$ cat src/design/linear_probe_hash_key_table_top_assert.svh
// assertion macros for the key table
`ifndef LINEAR_PROBE_HASH_KEY_TABLE_TOP_ASSERT_SVH
`define LINEAR_PROBE_HASH_KEY_TABLE_TOP_ASSERT_SVH

// same-cycle implication, checked out of reset
`define LPHT_ASSERT_NOW(lbl, ante, cons, msg) \
    lbl: assert property (@(posedge i_clk) disable iff (!i_rst_n) (ante) |-> (cons)) \
        else $error(msg);

// next-cycle implication, checked out of reset
`define LPHT_ASSERT_NEXT(lbl, ante, cons, msg) \
    lbl: assert property (@(posedge i_clk) disable iff (!i_rst_n) (ante) |=> (cons)) \
        else $error(msg);

`endif

$ cat src/design/lpht_pkg.sv
`default_nettype none

package lpht_pkg;

    localparam int SLOTS    = 64;
    localparam int AW       = $clog2(SLOTS);
    localparam int SIZE_W   = AW + 1;
    localparam int CFG_W    = 7;
    localparam int KEY_W    = 32;
    localparam int CNT_W    = 16;
    localparam int SLOT_W   = 6;
    localparam int STATUS_W = 3;
    localparam int HASH_MOD = 100;
    localparam int REM_W    = 7;

    // key mod 100: fold the bytes by 256^k mod 100, then a reciprocal multiply
    localparam int FOLD_W     = 15;
    localparam int QUO_W      = 9;
    localparam int PROD_W     = 2 * FOLD_W;
    localparam int FOLD_W1    = 256 % HASH_MOD;
    localparam int FOLD_W2    = (2 ** 16) % HASH_MOD;
    localparam int FOLD_W3    = (2 ** 24) % HASH_MOD;
    localparam int HASH_SHIFT = 21;
    localparam int HASH_RECIP = (2 ** HASH_SHIFT + HASH_MOD - 1) / HASH_MOD;

    localparam logic [CNT_W-1:0] COUNT_MAX = '1;

    localparam logic FUNC_INSERT = 1'b0;
    localparam logic FUNC_QUERY  = 1'b1;

    localparam logic [STATUS_W-1:0] ST_NEW    = 3'd0;
    localparam logic [STATUS_W-1:0] ST_ADDED  = 3'd1;
    localparam logic [STATUS_W-1:0] ST_FULL   = 3'd2;
    localparam logic [STATUS_W-1:0] ST_FOUND  = 3'd3;
    localparam logic [STATUS_W-1:0] ST_ABSENT = 3'd4;

    localparam logic [CFG_W-1:0] SIZE_RESET = 7'd64;

endpackage

`default_nettype wire

$ cat src/design/linear_probe_hash_key_table_top.sv
`default_nettype none
// channel   valid        stall        payload
// ------    -----------  -----------  ----------------------------------
// in        i_in_valid   o_in_stall   i_func, i_key
// out       o_out_valid  i_out_stall  o_status, o_slot, o_items_at_key
// cfg       i_cfg_we     (none)       i_cfg_data (table_size)
//
// one item at a time; o_in_stall stays high from acceptance until the result moves to the output register
// query: scans up to n slots from slot zero, n = effective table size (one slot read per cycle)
// insert: key mod 100 (HASH_A, HASH_Q, HASH_R), mod n over the 7 hash bits, then probing of up to n slots
// the slot memory has one registered read port, which paces the scan
// reset is synchronous: busy flags clear and table_size returns to 64 at once, no clearing pass
// a held result in the output register does not block the next item from entering

`include "linear_probe_hash_key_table_top_assert.svh"

module linear_probe_hash_key_table_top (
    input  wire logic                           i_clk,
    input  wire logic                           i_rst_n,
    // item input
    input  wire logic                           i_in_valid,
    output logic                                o_in_stall,
    input  wire logic                           i_func,
    input  wire logic [lpht_pkg::KEY_W-1:0]     i_key,
    // result output
    output logic                                o_out_valid,
    input  wire logic                           i_out_stall,
    output logic [lpht_pkg::STATUS_W-1:0]       o_status,
    output logic [lpht_pkg::SLOT_W-1:0]         o_slot,
    output logic [lpht_pkg::CNT_W-1:0]          o_items_at_key,
    // table_size register
    input  wire logic                           i_cfg_we,
    input  wire logic [lpht_pkg::CFG_W-1:0]     i_cfg_data
);

    typedef enum logic [2:0] {
        S_IDLE,
        S_HASH_A,
        S_HASH_Q,
        S_HASH_R,
        S_HASH_B,
        S_SCAN,
        S_DONE
    } t_state;

    localparam int MEM_W = lpht_pkg::KEY_W + lpht_pkg::CNT_W;

    t_state r_state;

    // configuration and item context
    logic [lpht_pkg::CFG_W-1:0]   r_table_size;
    logic [lpht_pkg::SIZE_W-1:0]  r_size;
    logic                         r_func;
    logic [lpht_pkg::KEY_W-1:0]   r_key;

    // hash unit: folded key, quotient by 100, then mod n one bit per cycle
    logic [lpht_pkg::FOLD_W-1:0]  r_fold;
    logic [lpht_pkg::QUO_W-1:0]   r_quo;
    logic [lpht_pkg::REM_W-1:0]   r_rem;
    logic [lpht_pkg::REM_W-1:0]   r_hash;
    logic [2:0]                   r_bit;

    // scan: issue side and evaluate side
    logic [lpht_pkg::AW-1:0]      r_addr;
    logic [lpht_pkg::SIZE_W-1:0]  r_left;
    logic                         r_ev_v;
    logic                         r_ev_last;
    logic                         r_ev_busy;
    logic [lpht_pkg::AW-1:0]      r_ev_addr;

    // slot state: busy flags in flops, key and count in memory
    logic [lpht_pkg::SLOTS-1:0]   r_busy;
    logic [MEM_W-1:0]             r_mem [lpht_pkg::SLOTS];
    logic [MEM_W-1:0]             r_rd;

    // finished result waiting for the output register
    logic [lpht_pkg::STATUS_W-1:0] r_res_status;
    logic [lpht_pkg::AW-1:0]       r_res_slot;
    logic [lpht_pkg::CNT_W-1:0]    r_res_cnt;

    // output register
    logic                          r_out_v;
    logic [lpht_pkg::STATUS_W-1:0] r_out_status;
    logic [lpht_pkg::SLOT_W-1:0]   r_out_slot;
    logic [lpht_pkg::CNT_W-1:0]    r_out_cnt;

    logic                          in_acc;
    logic                          out_free;
    logic [lpht_pkg::SIZE_W-1:0]   eff_size;

    logic [lpht_pkg::FOLD_W-1:0]   fold_sum;
    logic [lpht_pkg::PROD_W-1:0]   quo_prod;
    logic [lpht_pkg::FOLD_W-1:0]   hash_rem;

    logic                          h_bit;
    logic [lpht_pkg::REM_W:0]      h_div;
    logic [lpht_pkg::REM_W:0]      h_trial;
    logic [lpht_pkg::REM_W:0]      h_next;

    logic [lpht_pkg::SIZE_W-1:0]   addr_inc;
    logic [lpht_pkg::AW-1:0]       n_addr;
    logic                          rd_en;

    logic [lpht_pkg::KEY_W-1:0]    ev_key;
    logic [lpht_pkg::CNT_W-1:0]    ev_cnt;
    logic                          key_eq;
    logic                          ev_hit;
    logic [lpht_pkg::CNT_W-1:0]    new_cnt;
    logic                          wr_en;

    assign o_in_stall     = (r_state != S_IDLE);
    assign in_acc         = i_in_valid && !o_in_stall;
    assign out_free       = !r_out_v || !i_out_stall;

    assign o_out_valid    = r_out_v;
    assign o_status       = r_out_status;
    assign o_slot         = r_out_slot;
    assign o_items_at_key = r_out_cnt;

    // table_size 0 acts as 1, anything above the slot count as the slot count
    always_comb begin
        if (r_table_size == '0) begin
            eff_size = lpht_pkg::SIZE_W'(1);
        end else if (r_table_size > lpht_pkg::CFG_W'(lpht_pkg::SLOTS)) begin
            eff_size = lpht_pkg::SIZE_W'(lpht_pkg::SLOTS);
        end else begin
            eff_size = lpht_pkg::SIZE_W'(r_table_size);
        end
    end

    // key mod 100: byte fold keeps the residue, below 27796
    assign fold_sum = lpht_pkg::FOLD_W'(r_key[7:0])
                    + lpht_pkg::FOLD_W'(r_key[15:8]) * lpht_pkg::FOLD_W'(lpht_pkg::FOLD_W1)
                    + lpht_pkg::FOLD_W'(r_key[23:16]) * lpht_pkg::FOLD_W'(lpht_pkg::FOLD_W2)
                    + lpht_pkg::FOLD_W'(r_key[31:24]) * lpht_pkg::FOLD_W'(lpht_pkg::FOLD_W3);
    // reciprocal multiply gives the exact quotient over the folded range
    assign quo_prod = lpht_pkg::PROD_W'(r_fold) * lpht_pkg::PROD_W'(lpht_pkg::HASH_RECIP);
    assign hash_rem = r_fold - lpht_pkg::FOLD_W'(r_quo) * lpht_pkg::FOLD_W'(lpht_pkg::HASH_MOD);

    // restoring remainder step for mod n
    always_comb begin
        h_bit   = r_hash[r_bit];
        h_div   = (lpht_pkg::REM_W + 1)'(r_size);
        h_trial = {r_rem, h_bit};
        h_next  = (h_trial >= h_div) ? (h_trial - h_div) : h_trial;
    end

    // probe address wraps at the effective size
    assign addr_inc = {1'b0, r_addr} + lpht_pkg::SIZE_W'(1);
    assign n_addr   = (addr_inc == r_size) ? '0 : addr_inc[lpht_pkg::AW-1:0];
    assign rd_en    = (r_state == S_SCAN) && (r_left != '0);

    // evaluate the slot read issued in the previous cycle; count of a free slot reads as zero
    assign ev_key  = r_rd[MEM_W-1:lpht_pkg::CNT_W];
    assign ev_cnt  = r_ev_busy ? r_rd[lpht_pkg::CNT_W-1:0] : '0;
    assign key_eq  = (ev_key == r_key);
    assign ev_hit  = (r_func == lpht_pkg::FUNC_QUERY) ? (r_ev_busy && key_eq)
                                                      : (!r_ev_busy || key_eq);
    assign new_cnt = (ev_cnt == lpht_pkg::COUNT_MAX) ? ev_cnt
                                                     : (ev_cnt + lpht_pkg::CNT_W'(1));
    assign wr_en   = (r_state == S_SCAN) && r_ev_v && ev_hit
                     && (r_func == lpht_pkg::FUNC_INSERT);

    // slot memory: one read, one write per cycle
    always_ff @(posedge i_clk) begin
        if (rd_en) begin
            r_rd <= r_mem[r_addr];
        end
        if (wr_en) begin
            r_mem[r_ev_addr] <= {r_key, new_cnt};
        end
    end

    always_ff @(posedge i_clk) begin
        if (!i_rst_n) begin
            r_state      <= S_IDLE;
            r_table_size <= lpht_pkg::SIZE_RESET;
            r_busy       <= '0;
            r_out_v      <= 1'b0;
            r_ev_v       <= 1'b0;
            r_left       <= '0;
        end else begin
            if (i_cfg_we) begin
                r_table_size <= i_cfg_data;
            end

            // output register drains independently of the engine
            if (r_state == S_DONE && out_free) begin
                r_out_v <= 1'b1;
            end else if (r_out_v && !i_out_stall) begin
                r_out_v <= 1'b0;
            end

            unique case (r_state)
                S_IDLE: begin
                    if (in_acc) begin
                        r_func <= i_func;
                        r_key  <= i_key;
                        r_size <= eff_size;
                        r_ev_v <= 1'b0;
                        if (i_func == lpht_pkg::FUNC_QUERY) begin
                            // query scans from slot zero
                            r_addr  <= '0;
                            r_left  <= eff_size;
                            r_state <= S_SCAN;
                        end else begin
                            r_state <= S_HASH_A;
                        end
                    end
                end

                S_HASH_A: begin
                    r_fold  <= fold_sum;
                    r_state <= S_HASH_Q;
                end

                S_HASH_Q: begin
                    r_quo   <= quo_prod[lpht_pkg::HASH_SHIFT +: lpht_pkg::QUO_W];
                    r_state <= S_HASH_R;
                end

                S_HASH_R: begin
                    r_hash  <= hash_rem[lpht_pkg::REM_W-1:0];
                    r_rem   <= '0;
                    r_bit   <= 3'(lpht_pkg::REM_W - 1);
                    r_state <= S_HASH_B;
                end

                S_HASH_B: begin
                    if (r_bit == '0) begin
                        // home slot, below the effective size
                        r_addr  <= h_next[lpht_pkg::AW-1:0];
                        r_left  <= r_size;
                        r_state <= S_SCAN;
                    end else begin
                        r_rem <= h_next[lpht_pkg::REM_W-1:0];
                        r_bit <= r_bit - 3'd1;
                    end
                end

                S_SCAN: begin
                    if (r_ev_v && ev_hit) begin
                        // evaluate side: slot hits (query: busy with the key; insert: free or holding the key)
                        r_ev_v     <= 1'b0;
                        r_left     <= '0;
                        r_res_slot <= r_ev_addr;
                        if (r_func == lpht_pkg::FUNC_QUERY) begin
                            r_res_status <= lpht_pkg::ST_FOUND;
                            r_res_cnt    <= ev_cnt;
                        end else begin
                            r_res_status       <= r_ev_busy ? lpht_pkg::ST_ADDED
                                                            : lpht_pkg::ST_NEW;
                            r_res_cnt          <= new_cnt;
                            r_busy[r_ev_addr]  <= 1'b1;
                        end
                        r_state <= S_DONE;
                    end else if (r_ev_v && r_ev_last) begin
                        // one full lap without a hit
                        r_ev_v       <= 1'b0;
                        r_left       <= '0;
                        r_res_slot   <= '0;
                        r_res_cnt    <= '0;
                        r_res_status <= (r_func == lpht_pkg::FUNC_QUERY) ? lpht_pkg::ST_ABSENT
                                                                         : lpht_pkg::ST_FULL;
                        r_state      <= S_DONE;
                    end else if (rd_en) begin
                        // issue side: one slot read per cycle
                        r_ev_v    <= 1'b1;
                        r_ev_last <= (r_left == lpht_pkg::SIZE_W'(1));
                        r_ev_busy <= r_busy[r_addr];
                        r_ev_addr <= r_addr;
                        r_addr    <= n_addr;
                        r_left    <= r_left - lpht_pkg::SIZE_W'(1);
                    end else begin
                        r_ev_v <= 1'b0;
                    end
                end

                S_DONE: begin
                    if (out_free) begin
                        r_out_status <= r_res_status;
                        r_out_slot   <= lpht_pkg::SLOT_W'(r_res_slot);
                        r_out_cnt    <= r_res_cnt;
                        r_state      <= S_IDLE;
                    end
                end

                default: begin
                    r_state <= S_IDLE;
                end
            endcase
        end
    end

    // a pending evaluation only exists while scanning
    `LPHT_ASSERT_NOW(a_ev_in_scan, r_ev_v, r_state == S_SCAN, "evaluation outside scan")

    // a miss result carries neither slot nor count
    `LPHT_ASSERT_NOW(a_miss_zero,
        o_out_valid && (o_status == lpht_pkg::ST_FULL || o_status == lpht_pkg::ST_ABSENT),
        o_slot == '0 && o_items_at_key == '0, "miss result with slot or count")

    // an insert that lands on a slot leaves that slot busy
    `LPHT_ASSERT_NEXT(a_busy_set, wr_en, r_busy[r_res_slot], "inserted slot not busy")

    // an accepted item always leaves idle
    `LPHT_ASSERT_NEXT(a_leave_idle, in_acc, r_state != S_IDLE, "accepted item not started")

endmodule

`default_nettype wire

$ cat config.mk
export PLATFORM = sky130hd
export DESIGN_NAME = linear_probe_hash_key_table_top
export DESIGN_NICKNAME = d
export VERILOG_FILES = /design/src/design/lpht_pkg.sv /design/src/design/linear_probe_hash_key_table_top.sv
export VERILOG_INCLUDE_DIRS = /design/src /design/src/design
export SDC_FILE = /design/constraint.sdc
export NUM_CORES = 2
export LEC_CHECK = 0
export BUFFER_PORTS_ARGS = -buffer_cell sky130_fd_sc_hd__buf_2
export CORE_ASPECT_RATIO = 1.25
export CORE_UTILIZATION = 60
export CTS_BUF_LIST = sky130_fd_sc_hd__clkbuf_4
export DETAILED_ROUTE_END_ITERATION = 8
export PLACE_DENSITY = 0.76
export SYNTH_ARGS = -nofsm -noshare
export SYNTH_HDL_FRONTEND = slang
export SYNTH_SLANG_ARGS = --single-unit
export TNS_END_PERCENT = 30
$ cat constraint.sdc
create_clock -name i_clk -period 17 [get_ports i_clk]
set_input_delay 5.1 -clock i_clk [delete_from_list [all_inputs] [get_ports i_clk]]
set_output_delay 5.1 -clock i_clk [all_outputs]
set_load 0.03 [all_outputs]
==> reports/metrics.cfg <==
[clock_tree]
clockBufferDepth=4
holdBufCountCts=0
cts.sinks=3344
htreeDepth=6
postCtsSetupBuffers=0
cts_tree=yes
insertion_delay_ps=1390
cts_resized=0
clkTransAtPathRegs_ps=60
cts_root_buf=clkbuf_4
cts_buffers=747

[job]
maxCapViolCount=0

[setup_path]
slowest_delay_ps=670
critical_path_required_ps=11900
crit_family=flip-flops
crit_path_cell_trace=nor3_1 > inv_1 > buf_2
rr_worst_depth=9
crit_arrival_ps=2450
critical_path_class=reg2out
critPathLaunch=r_state[1]
cp_num_buf_inv=2
crit_slowest_cell=dfxtp_1
crit_cells=3
startpoint_type=flip-flop
cp-end-kind=primary output
critPathMaxFanout=17
rr_startpoint=r_key[1]

[hold_path]
hp-start=r_res_slot[2]
hold_path_depth=0
hp-class=reg2reg

[detailed_routing]
drtIter0Drc=9326
wl_per_cell_microns=33.6
num_vias=66400
vias_per_cell=6.62
postRouteAntennaNets=0
drc=0
drtPass1Iterations=6
totalWireLength_mm=337

[timing]
worst_pin_slew_ps=1440
final-hold-violation-count=0
setup_violations=0
setup_ws_ps=9450
min_period_ps=7550
clock.fmax_ghz=0.132
fin_skew_ps=125
maxSlewViolCount=0
tns_ps=0
fin_crit_sh_pct=44.4
maxSlewHeadroom_pct=4.11
hold_ws_ps=384
rsz0062_at_grt=no

[cells_and_area]
area_delta_synth_final_pct=10.9
layout.cells.most_common=edfxtp_1
postLayoutCellArea_sq_um=147000
drive_above_1_share_pct=35.4
finalNonFillerCells=10000
num-fill-cells=13600
nNetsFinal=6841
layout_common_cells=3261 x edfxtp_1, 1067 x clkbuf_4, 1030 x mux4_2

[global_route]
overflow=0
grt_max_degree=144
antenna_found_initial=18
first_global_vias=67800
grtUsageTotal_pct=30.6
grt_pass1_wl_mm=478

[synthesis]
synth-main-ff-cell=edfxtp_1
ys_ff_latch=3344
synthCells=5822
synth_cell_type_count=60
synth_edf_count=3261
yosysSeqAreaShare_pct=75.2
syn_area_per_cell_sq_um=22.8
ys_warn_count=0
async_flop_share_pct=0
synth_nets=6104
synth_area_sq_um=132000

[place]
dpl_worst_slack_ps=9530
gp_congestion=0.845
place_inst=8719
placed_area_sq_um=138000
portBuffers=71
hpwl_mm=180

[die]
core_area_sq_um=219000
die-area_sq_um=223000
ios=72
row_count=192
fp.dieH_microns=527
die_w_microns=422
start_util_pct=60.5

[power]
ir_drop_mv=0.239
powerDensity_nw_per_um2=131
leakage_nw=47.6

[run_status]
status=completed

-- routing by layer --
metal	vias up	track usage, %	part of all wire, %
met5	-	0	0.036
met4	16	12.5	4.1
met3	733	6.71	11
met2	4572	51.2	51
met1	34700	39.2	33
li1	26400	-	-
-- synth_stat cells (4+ instances only) --
| cell | n | area, sq um |
|---|---|---|
| edfxtp_1 | 3261 | 97900 |
| mux4_2 | 1030 | 23200 |
| inv_1 | 185 | 694 |
| clkbuf_1 | 159 | 597 |
| nor2_1 | 149 | 559 |
| ha_1 | 143 | 1790 |
| nand2_1 | 132 | 495 |
| o21ai_0 | 96 | 480 |
| fa_1 | 94 | 1880 |
| dfxtp_1 | 83 | 1660 |
| buf_2 | 60 | 300 |
| xnor2_1 | 53 | 464 |
| xor2_1 | 48 | 420 |
| buf_1 | 45 | 169 |
| a21oi_1 | 38 | 190 |
| nor3_1 | 33 | 165 |
| nand3_1 | 27 | 135 |
| nor2b_1 | 25 | 156 |
| nand4_1 | 16 | 100 |
| nor4_1 | 14 | 87.6 |
| mux2i_1 | 11 | 110 |
| nand2b_1 | 10 | 62.6 |
| a21boi_0 | 9 | 67.6 |
| and3_1 | 9 | 56.3 |
| a31oi_1 | 8 | 50.1 |
| and2_1 | 8 | 50.1 |
| a211oi_1 | 6 | 45.0 |
| a21o_1 | 6 | 45.0 |
| nand3b_1 | 6 | 45.0 |
| or3_1 | 6 | 37.5 |
| o22ai_1 | 5 | 31.3 |
| o21a_1 | 4 | 30.0 |
-- registers in the layout (all words and copies together), names as in the netlist, 15 cells and up --
| name | cells |
|---|---|
| r_mem | 3072 |
| r_busy | 64 |
| r_rd | 48 |
| r_key | 32 |
| o_items_at_key | 16 |
| r_res_cnt | 16 |
| r_fold | 15 |
-- kinds of logic (layout without fill, tap and decap cells) --
kind of cell               after synthesis  count (layout)  synth area share, %
DFF                                   3344            3344                 75.2
muxes                                 1042            1042                 17.6
buffers and inverters                  452            1741                 1.35
and+or+nand+nor                        447             447                 1.54
adders and majority gates              237             237                 2.77
AOI/OAI and AO/OA                      199             199                0.888
xor gates and xnor gates               101             101                0.668
other                                    0              11                    0
-- worst register-to-register path, stage by stage, from the launching register on --
cell      delay [ps]
edfxtp_1         320
buf_4            580
xor2_1           390
nor4_1           660
nand4_1          380
o31ai_2          980
and2_1           440
nand3_1          730
nor2_4          1250
buf_4            780
-- metrics by stage --
| stage | total power [mW] | util (%) |
|---|---|---|
| after floorplan | 12.1 | - |
| after global placement | 13.3 | 62.8 |
| after detailed placement | 13.3 | 62.8 |
| after CTS | 19.4 | 67.0 |
| after global routing | 20.2 | 67.0 |
| final | 19.3 | 67.0 |
-- worst paths after layout --
path / to / slack (ps)
min: o_slot[2] / 380
max: o_in_stall / 9450
min reg2reg: o_slot[2] / 380
max reg2reg: r_mem[49][21] / 10010
-- power breakdown --
part | leakage, nW | switching [mW] | internal [mW] | total, mW
Clock | 5.53 | 3.04 | 3.06 | 6.10
Sequential | 30.1 | 0.0598 | 9.18 | 9.24
Combinational | 11.9 | 2.30 | 1.63 | 3.93
Total | 47.6 | 5.41 | 13.9 | 19.3
-- final cells by class --
| class | instances | area, sq um | share of cell area [%] |
|---|---|---|---|
| multi-input cells | 2026 | 31700 | 21.6 |
| repair buffers | 255 | 1890 | 1.29 |
| flip-flops and latches | 3344 | 99600 | 67.8 |
| well taps | 2910 | 3640 | 2.48 |
| clock inverters | 234 | 1310 | 0.889 |
| inverters | 185 | 694 | 0.473 |
| clock buffers | 1067 | 8010 | 5.45 |
| diodes | 11 | 27.5 | 0.0187 |
Note: power is estimated with default switching activity, not from simulation.
